===== config.mk =====
export PLATFORM = sky130hd
export DESIGN_NAME = ngfc_front
export DESIGN_NICKNAME = d
export VERILOG_FILES = /design/src/ngfc_pkg.sv /design/src/ngfc_front.sv
export SDC_FILE = /design/constraint.sdc
export NUM_CORES = 1
export LEC_CHECK = 0
export ABC_AREA = 1
export BUFFER_PORTS_ARGS = -buffer_cell sky130_fd_sc_hd__buf_2
export CAP_MARGIN = 0
export CORE_ASPECT_RATIO = 0.6
export CORE_UTILIZATION = 52
export CTS_CLUSTER_DIAMETER = 100
export DETAILED_ROUTE_END_ITERATION = 12
export PLACE_DENSITY_LB_ADDON = 0.1
export SYNTH_ARGS = -nofsm -noshare
export SYNTH_HDL_FRONTEND = slang
export SYNTH_SLANG_ARGS = --single-unit
export TNS_END_PERCENT = 100

===== constraint.sdc =====
create_clock -name clk -period 2.5 [get_ports clk]
set_input_delay 0.25 -clock clk [delete_from_list [all_inputs] [get_ports clk]]
set_output_delay 0.25 -clock clk [all_outputs]
set_load 0.02 [all_outputs]

===== src/ngfc_pkg.sv =====
// Shared types and constants for the n-gram frequency counter.
`default_nettype none
package ngfc_pkg;
  localparam int TABLE_ENTRIES = 1024;
  localparam int COUNT_WIDTH   = 32;
  localparam int IDX_W         = $clog2(TABLE_ENTRIES);
  localparam int USED_W        = IDX_W + 1;
  localparam logic KIND_TEXT   = 1'b0;
  localparam logic KIND_CLEAR  = 1'b1;
  localparam logic [0:0] REG_NGRAM_LENGTH = 1'b0;

  typedef struct packed {
    logic       kind;
    logic [7:0] text_byte;
    logic       end_of_text;
  } in_item_t;

  typedef struct packed {
    logic [31:0] gram;
    logic [31:0] gram_count;
    logic        dropped;
    logic        last_gram;
  } out_item_t;

  // Classified job passed from front to back
  typedef struct packed {
    logic        clear;
    logic [31:0] gram;
    logic        last;
  } job_t;
endpackage
`default_nettype wire


===== src/ngfc_front.sv =====
// Front end: window tracking and gram classification.
`default_nettype none
module ngfc_front (
  input  wire logic              clk,
  input  wire logic              rst_n,
  input  wire logic              take,
  input  wire ngfc_pkg::in_item_t item,
  input  wire logic [2:0]        ngram_length,
  output logic                   job_valid,
  output ngfc_pkg::job_t         job
);
  logic [23:0] window_r;
  logic [1:0]  fill_r;
  logic [2:0]  n;
  logic [31:0] wide;

  // Clamp length to 1..4
  always_comb begin
    if (ngram_length == 3'd0) n = 3'd1;
    else if (ngram_length > 3'd4) n = 3'd4;
    else n = ngram_length;
  end

  assign wide = {window_r, item.text_byte};

  // Classify the item
  always_comb begin
    job.clear = (item.kind == ngfc_pkg::KIND_CLEAR);
    job.last  = item.end_of_text;
    case (n)
      3'd1: job.gram = {24'd0, wide[7:0]};
      3'd2: job.gram = {16'd0, wide[15:0]};
      3'd3: job.gram = {8'd0, wide[23:0]};
      default: job.gram = wide;
    endcase
    job_valid = take && (job.clear || ({1'b0, fill_r} + 3'd1 >= n));
  end

  // Advance the window, or empty it on a clear or end of text
  always_ff @(posedge clk) begin
    if (!rst_n) begin
      window_r <= '0;
      fill_r   <= '0;
    end else if (take) begin
      if (item.kind == ngfc_pkg::KIND_CLEAR || item.end_of_text) begin
        window_r <= '0;
        fill_r   <= '0;
      end else begin
        window_r <= wide[23:0];
        if (fill_r != 2'd3) fill_r <= fill_r + 2'd1;
      end
    end
  end
endmodule
`default_nettype wire


==> flow_summary.yaml <==
clocking:
  root_buffer: "clkbuf_8"
  clock_path_buffers: 2
  hold_buffers: 0
  cts_resized: 0
  cts_buffers: 3
  cts_tree: "built"
  htree_levels: 1
  cts_setup_buffers: 0
  clkLatencyLatePin_ns: 0.28
  cts.clk_slew.worst_paths_ns: 0.09
  clock-sinks: 26
finish:
  fin_nets: 254
  syn_to_final_growth_pct: 16.4
  num_antenna_cells: 0
  drive_gt1_share_pct: 25.3
  final.fill_count: 224
  postLayoutCoreUtil_pct: 68.6
floorplanning:
  core_area_mm2: 0.00231
  die_area_mm2: 0.00283
  io_pins: 51
  rows: 13
  die_h_um: 41.6
  dieWidth_um: 68.1
  initial_core_util_pct: 58.9
place:
  dp_hpwl_um: 2050
  port_buffers: 50
  globalplace.congestion: 0.823
global_routing:
  grt_remaining_overflow: 0
  grt_usage_pct: 22.7
  antenna_found_initial: 0
  grt_pass1_vias: 1167
  grt_max_degree: 37
  grt_pass1_wl_um: 4890
power:
  power_density_mw_per_mm2: 613
  vdd_drop_max_mv: 0.394
  p_leak_nw: 0.813
synthesis:
  synthMuxAreaShare_pct: 0
  synth_compound_gate_area_share_pct: 19.1
  ys_ff_latch: 26
  yosysWarnings: 0
  synthCells: 199
  synth_top_family_by_area: "simple AND/OR/NAND/NOR gates"
  yosysSeqAreaShare_pct: 38.2
  synthesis.area_mm2: 0.00136
  synth-xor-area-share_pct: 0
  synth_fa_ha_area_share_pct: 3.68
  synth.avg_cell_area_um2: 6.84
  yosysUniqueCellTypes: 17
  yosys.area_share.simple_pct: 19.9
  synth_nets: 219
timing:
  setup_viol: 0
  fmax_mhz: 513
  finalCritPeriodShare_pct: 78.0
  tns_ns: 0
  period_needed_ns: 1.95
  finalClockSkew_ns: 0.00618
  hold_viol_final: 0
  slew_headroom_pct: 50.6
  final_max_slew_viol_count: 0
  worst_pin_slew_ns: 0.741
  rsz0062_at_grt: "false"
routing:
  vias: 1310
  dr.pass1.iters: 5
  routed_wl_um: 2970
  antenna_left: 0
  via_per_inst: 4.98
  first_iter_violations: 66
  drc_errors: 0
  post_drt_wl_per_cell_um: 11.3
setup_path:
  crit_path_max_incr_delay_ns: 0.35
  critPathMaxFanout: 4
  r2r_slack_ns: 1.45
  startpoint_type: "register"
  path_class: "register to output pin"
  crit_chain: "ha_1 -> ha_1 -> nand3_1 -> nand4_1 -> nand2_1 -> inv_1 -> buf_2"
  critPathRequiredTime_ns: 2.25
  arrival_ns: 1.70
  end_kind: "output pin"
  crit_top_cell: "ha_1"
  cpMaxStageDelayCell: "dfxtp_1"
  reg2reg_depth: 5
worst_hold_path:
  hold_path_depth: 3
  hold_path.class: "primary input to register"
outcome:
  status: "finished, final reports clean"
job:
  maxCapViolations: 0
[power by group]
group          total [mW]  internal [mW]  switching [mW]
clock network       0.350          0.214           0.135
registers           0.452          0.437          0.0154
logic               0.169         0.0575           0.111
total               0.971          0.709           0.262
[path summary, 6_finish.rpt]
check,startpoint,end
setup / recovery,fill_r[0],job_valid
hold / removal,item[6],window_r[5]
setup reg to reg,fill_r[0],fill_r[0]
hold reg to reg,window_r[8],window_r[16]
[cell families after synthesis]
kind of cell             Yosys count
adder cells (fa/ha/maj)            4
AO/OA/AOI/OAI                     52
AND/OR/NAND/NOR                   65
flip-flops                        26
buffers and inverters             52
[layer usage]
metal,wire length (um),vias to the layer above,track usage (%),share of wire [%]
li1,-,679,-,-
met1,1390,571,30.2,47
met2,1340,53,35.7,45
met3,208,7,6.04,7.0
met4,38,0,6.67,1.3
met5,0,-,0,0
[flip-flops by register name (all words and copies together) (netlist names)]
name      count
window_r     24
fill_r        2
[worst max-delay path, delay by kind of cell, from the launching register on]
family / cells / cell delay (ns)
adder cells (fa/ha/maj): 2 / 0.64
buffers and inverters: 2 / 0.21
flip-flops: 1 / 0.35
AND/OR/NAND/NOR: 3 / 0.22
[cells in the mapped netlist (all sizes together)]
| library cell | instances | area, um^2 |
|---|---|---|
| nand2 | 39 | 154 |
| nand4 | 1 | 6.26 |
| nand3 | 4 | 20.0 |
| a21oi | 28 | 140 |
| buf | 17 | 125 |
| nand3b | 1 | 7.51 |
| dfxtp | 26 | 521 |
| ha | 4 | 50.1 |
| inv | 31 | 116 |
| o21ai | 24 | 120 |
| clkbuf | 4 | 18.8 |
| nor2 | 20 | 82.6 |
[metrics by stage]
step	power [mW]	worst slack (ns)	instance area [um^2]	instances	hold WS [ns]
CTS	0.979	0.552	1580	263	0.214
floorplan	0.587	1.02	1360	199	0.384
detailed placement	0.630	0.863	1510	259	0.464
global route	1.01	0.456	1580	263	0.219
global placement	0.623	0.922	1510	259	0.464
finish	0.971	0.550	1580	263	0.219
[layout by cell type, fill, tap and decap left out]
master / instances
buf_2: 50
nor2_4: 1
nand3b_1: 1
o21ai_0: 24
nand4_1: 1
bufinv_16: 1
nand3_1: 4
ha_1: 4
nand2_1: 36
inv_1: 31
a21oi_1: 28
clkbuf_8: 3
buf_4: 1
nor2_1: 19
nand2_2: 3
dfxtp_1: 26
[layout make-up]
type	instances	area (um^2)	area share, %
clock buffers	3	41.3	2.61
clock inverters	1	30.0	1.90
inverters	31	116	7.35
multi-input cells	121	581	36.7
flip-flops and latches	26	520	32.9
well taps	30	37.5	2.37
repair buffers	51	258	16.3
(Power assumes the default switching activity.)
