--- src/ngfc_pkg.sv ---
// Shared types and constants for the n-gram frequency counter.
`default_nettype none
package ngfc_pkg;
  localparam int TABLE_ENTRIES = 1024;
  localparam int COUNT_WIDTH   = 32;
  localparam int IDX_W         = $clog2(TABLE_ENTRIES);
  localparam int USED_W        = IDX_W + 1;
  localparam logic KIND_TEXT   = 1'b0;
  localparam logic KIND_CLEAR  = 1'b1;
  localparam logic [0:0] REG_NGRAM_LENGTH = 1'b0;

  typedef struct packed {
    logic       kind;
    logic [7:0] text_byte;
    logic       end_of_text;
  } in_item_t;

  typedef struct packed {
    logic [31:0] gram;
    logic [31:0] gram_count;
    logic        dropped;
    logic        last_gram;
  } out_item_t;

  // Classified job passed from front to back
  typedef struct packed {
    logic        clear;
    logic [31:0] gram;
    logic        last;
  } job_t;
endpackage
`default_nettype wire

--- src/ngfc_queue.sv ---
// Two-entry job queue between front and back.
`default_nettype none
module ngfc_queue (
  input  wire logic           clk,
  input  wire logic           rst_n,
  input  wire logic           push,
  input  wire ngfc_pkg::job_t push_job,
  input  wire logic           pop,
  output logic                nonempty,
  output logic                full,
  output ngfc_pkg::job_t      head
);
  ngfc_pkg::job_t slot_r [2];
  logic rd_r, wr_r;
  logic [1:0] cnt_r;

  assign nonempty = (cnt_r != 2'd0);
  assign full     = (cnt_r == 2'd2);
  assign head     = slot_r[rd_r];

  // Hold jobs, advance pointers
  always_ff @(posedge clk) begin
    if (push) slot_r[wr_r] <= push_job;
    if (!rst_n) begin
      rd_r <= 1'b0; wr_r <= 1'b0; cnt_r <= '0;
    end else begin
      if (push) wr_r <= ~wr_r;
      if (pop)  rd_r <= ~rd_r;
      cnt_r <= cnt_r + {1'b0, push} - {1'b0, pop};
    end
  end
endmodule
`default_nettype wire

--- config.mk ---
export PLATFORM = sky130hd
export DESIGN_NAME = ngfc_queue
export DESIGN_NICKNAME = d
export VERILOG_FILES = /design/src/ngfc_pkg.sv /design/src/ngfc_queue.sv
export SDC_FILE = /design/constraint.sdc
export NUM_CORES = 1
export LEC_CHECK = 0
export ABC_AREA = 1
export BUFFER_PORTS_ARGS = -buffer_cell sky130_fd_sc_hd__buf_4
export CORE_ASPECT_RATIO = 0.7
export CORE_MARGIN = 8
export CORE_UTILIZATION = 30
export CTS_CLUSTER_DIAMETER = 50
export DETAILED_ROUTE_END_ITERATION = 16
export GPL_TIMING_DRIVEN = 0
export PLACE_DENSITY_LB_ADDON = 0.05
export SKIP_LAST_GASP = 1
export SYNTH_ARGS = -nofsm -noshare
export SYNTH_HDL_FRONTEND = slang
export SYNTH_SLANG_ARGS = --single-unit
--- constraint.sdc ---
create_clock -name clk -period 2.4 [get_ports clk]
set_input_delay 0.12 -clock clk [delete_from_list [all_inputs] [get_ports clk]]
set_output_delay 0.12 -clock clk [all_outputs]
set_load 0.05 [all_outputs]
==> flow_metrics.env <==
export IMPL_cellLeakagePower_uw=0.001710
export IMPL_finalPower_uw=3367
export IMPL_ys_types=12
export IMPL_cpPeakStageDelay_ns=0.32
export IMPL_grt_pass1_wl_um=8894
export IMPL_worst_ep_required_time_ns=2.28
export IMPL_top_usage_layer="met2"
export IMPL_initial_core_util_pct=31.12
export IMPL_r2r_slack_ns=0.91
export IMPL_first_pass_iters=4
export IMPL_route_vias_total=1539
export IMPL_grtUsageMet3_pct=4.700
export IMPL_synth_nets=179
export IMPL_ctsRootBufferMaster="clkbuf_16"
export IMPL_fin_crit_sh_pct=65.18
export IMPL_drive_above_1_share_pct=48.11
export IMPL_timing_final_ws_setup_ns=0.8356
export IMPL_syn_inst=139
export IMPL_drt_initial_drc_count=61
export IMPL_arrival_ns=1.44
export IMPL_cts_buffer_depth=2
export IMPL_status="completed"
export IMPL_setup_violations=0
export IMPL_hold_viol=0
export IMPL_grt_overflow=0
export IMPL_slew_violations=0
export IMPL_antenna_cells=0
export IMPL_cts_buffers=9
export IMPL_ys_ff_latch=73
export IMPL_powerDensity_nw_per_um2=797.5
export IMPL_dieHeight_um=97.32
export IMPL_ys_seq_area_share_pct=75.58
export IMPL_wl_um=5533
export IMPL_cts_tree="built"
export IMPL_cp_max_fo=10
export IMPL_netlist_area_leader_share_pct=72.05
export IMPL_start_kind="register"
export IMPL_grt_pass1_vias=1741
export IMPL_finish_utilization_pct=46.35
export IMPL_fin_crit_ns=1.564
export IMPL_worstSetupPathType="register to primary output"
export IMPL_globalplace_congestion=0.6313
export IMPL_viasPerCell=3.966
export IMPL_final_common_cell="buf_4"
export IMPL_synth_area_sq_um=2834
export IMPL_grtUsageTotal_pct=8.979
export IMPL_yosysWarnings=0
export IMPL_max_slew_margin_pct=59.77
export IMPL_fmax_mhz=639.2
export IMPL_ys_top_cells_by_area="edfxtp_1, mux2_4, dfxtp_1"
export IMPL_design_die_area_sq_um=12860
export IMPL_r2r_end="slot_r[1][19]$_DFFE_PP_"
export IMPL_crit_end="head[32]"
export IMPL_grt_max_degree=24
export IMPL_endpoint_kind="primary output"
export IMPL_grt_util_met1_pct=9.303
export IMPL_peakVddDrop_uv=312.5
export IMPL_nNetsFinal=299
export IMPL_clkTransAtPathRegs_ns=0.05
export IMPL_syn_area_per_cell_sq_um=20.39
export IMPL_portBuffers=73
export IMPL_hold_class="input port to register"
export IMPL_drv_cap=0
export IMPL_met2_usage_pct=14.63
export IMPL_cts_setup_buffers=0
export IMPL_clk_latency_ns=0.32
export IMPL_skew_ns=0.004609
export IMPL_hold_ws_ns=0.01395
export IMPL_worstMarginPinSlew_ns=0.6028
export IMPL_rsz0062_at_grt="no"
export IMPL_final_cell_mix="buf_4, edfxtp_1, dlygate4sd3_1, mux2_4"
export IMPL_rows=29
export IMPL_r2r_cells=3
export IMPL_syn2layout_area_growth_pct=48.96
export IMPL_wl_per_cell_um=14.26
export IMPL_ios=74
export IMPL_drcViolationCount=0
export IMPL_antenna_found_initial=0
export IMPL_path_cells="buf_6 -> buf_12 -> mux2_4 -> buf_4"
export IMPL_die_x_um=132.2
export IMPL_cts_sinks=73
export IMPL_htree_levels=3
export IMPL_synth_top_area_cell="edfxtp_1"
export IMPL_ant_nets=0
export IMPL_dpl_hpwl_um=3826
export IMPL_coreArea_sq_um=9107
export IMPL_fillerInstances=803
export IMPL_pre_cts_ws_ns=0.8845
export IMPL_cpMaxStageDelayCell="dfxtp_1"
export IMPL_r2r_start="wr_r$_SDFFE_PN0P_"
==> through the flow <==
step                setup TNS [ns]  instance area, sq um  instances
finish                           0                  4222        388
global route                     0                  4222        388
CTS                              0                  4222        388
detailed placement               0                  3600        338
global placement            -21.69                  3537        336
floorplan                        0                  2834        139
==> state kept, by name (all words and copies together) (netlist names), named ones only <==
signal  cells
rd_r        1
wr_r        1
slot_r     68
cnt_r       2
==> logic make-up (layout without fill, tap and decap cells) <==
kind of cell               count (synthesis)  in the layout  share of synthesized area [%]
AOI/OAI and AO/OA                          1              1                         0.1764
adders and majority gates                  2              2                         0.8829
buffers and inverters                     11            136                          3.444
DFF                                       73             73                          75.59
muxes                                     34             34                          17.48
and+or+nand+nor                           18             18                          2.428
==> area by class of cell <==
class / instances / area [sq um] / share of cell area [%]
repair buffers: 109 / 943.4 / 22.35
inverters: 7 / 26.28 / 0.6224
flip-flops and latches: 73 / 2142 / 50.74
plain buffers: 4 / 71.32 / 1.689
clock inverters: 4 / 45.04 / 1.067
clock buffers: 12 / 236.5 / 5.602
multi-input cells: 55 / 601.8 / 14.26
well taps: 124 / 155.1 / 3.675
==> how the worst min path moves through the flow <==
stage,from,endpoint,slack (ns),depth (start not counted)
global placement,push_job[31],slot_r[1][31]$_DFFE_PP_,0.30,1
global route,rst_n,cnt_r[0]$_SDFF_PN0_,0.006,3
detailed placement,push_job[7],slot_r[0][7]$_DFFE_PP_,0.31,1
finish,rst_n,cnt_r[0]$_SDFF_PN0_,0.01,3
CTS,rst_n,cnt_r[0]$_SDFF_PN0_,0.007,3
floorplan,rst_n,cnt_r[0]$_SDFF_PN0_,0.21,2
==> critical path: cells and delay by family, from the launching register on <==
family | cells | cell delay (ns)
flops | 1 | 0.32
buf+inv | 3 | 0.50
mux | 1 | 0.30
==> synthesized netlist by cell type <==
cell type  instances
a21oi_1            1
buf_12             3
buf_6              1
dfxtp_1            5
edfxtp_1          68
ha_1               2
inv_1              7
mux2_2             4
mux2_4            30
nand2_1            9
nand3_1            1
nor2_1             8
==> routing by layer <==
| metal | share of wire (%) | wire length, um |
|---|---|---|
| met1 | 41 | 2278 |
| met2 | 49 | 2712 |
| met3 | 8.1 | 447 |
| met4 | 1.7 | 94 |
| met5 | 0 | 0 |
==> power by group <==
part | total (uW) | switching (uW) | leakage, uW | internal, uW
clock | 1260 | 462 | 0.000140 | 799
combinational | 616 | 351 | 0.000889 | 265
sequential | 1490 | 19.0 | 0.000680 | 1470
total | 3370 | 832 | 0.00171 | 2540
==> repair_timing <==
item / CTS / global route
hold endpoints to repair: 68 / 0
hold buffers: 34 / 0
gates resized for setup: 0 / 0
No activity file was read; power rests on OpenSTA's default activity.
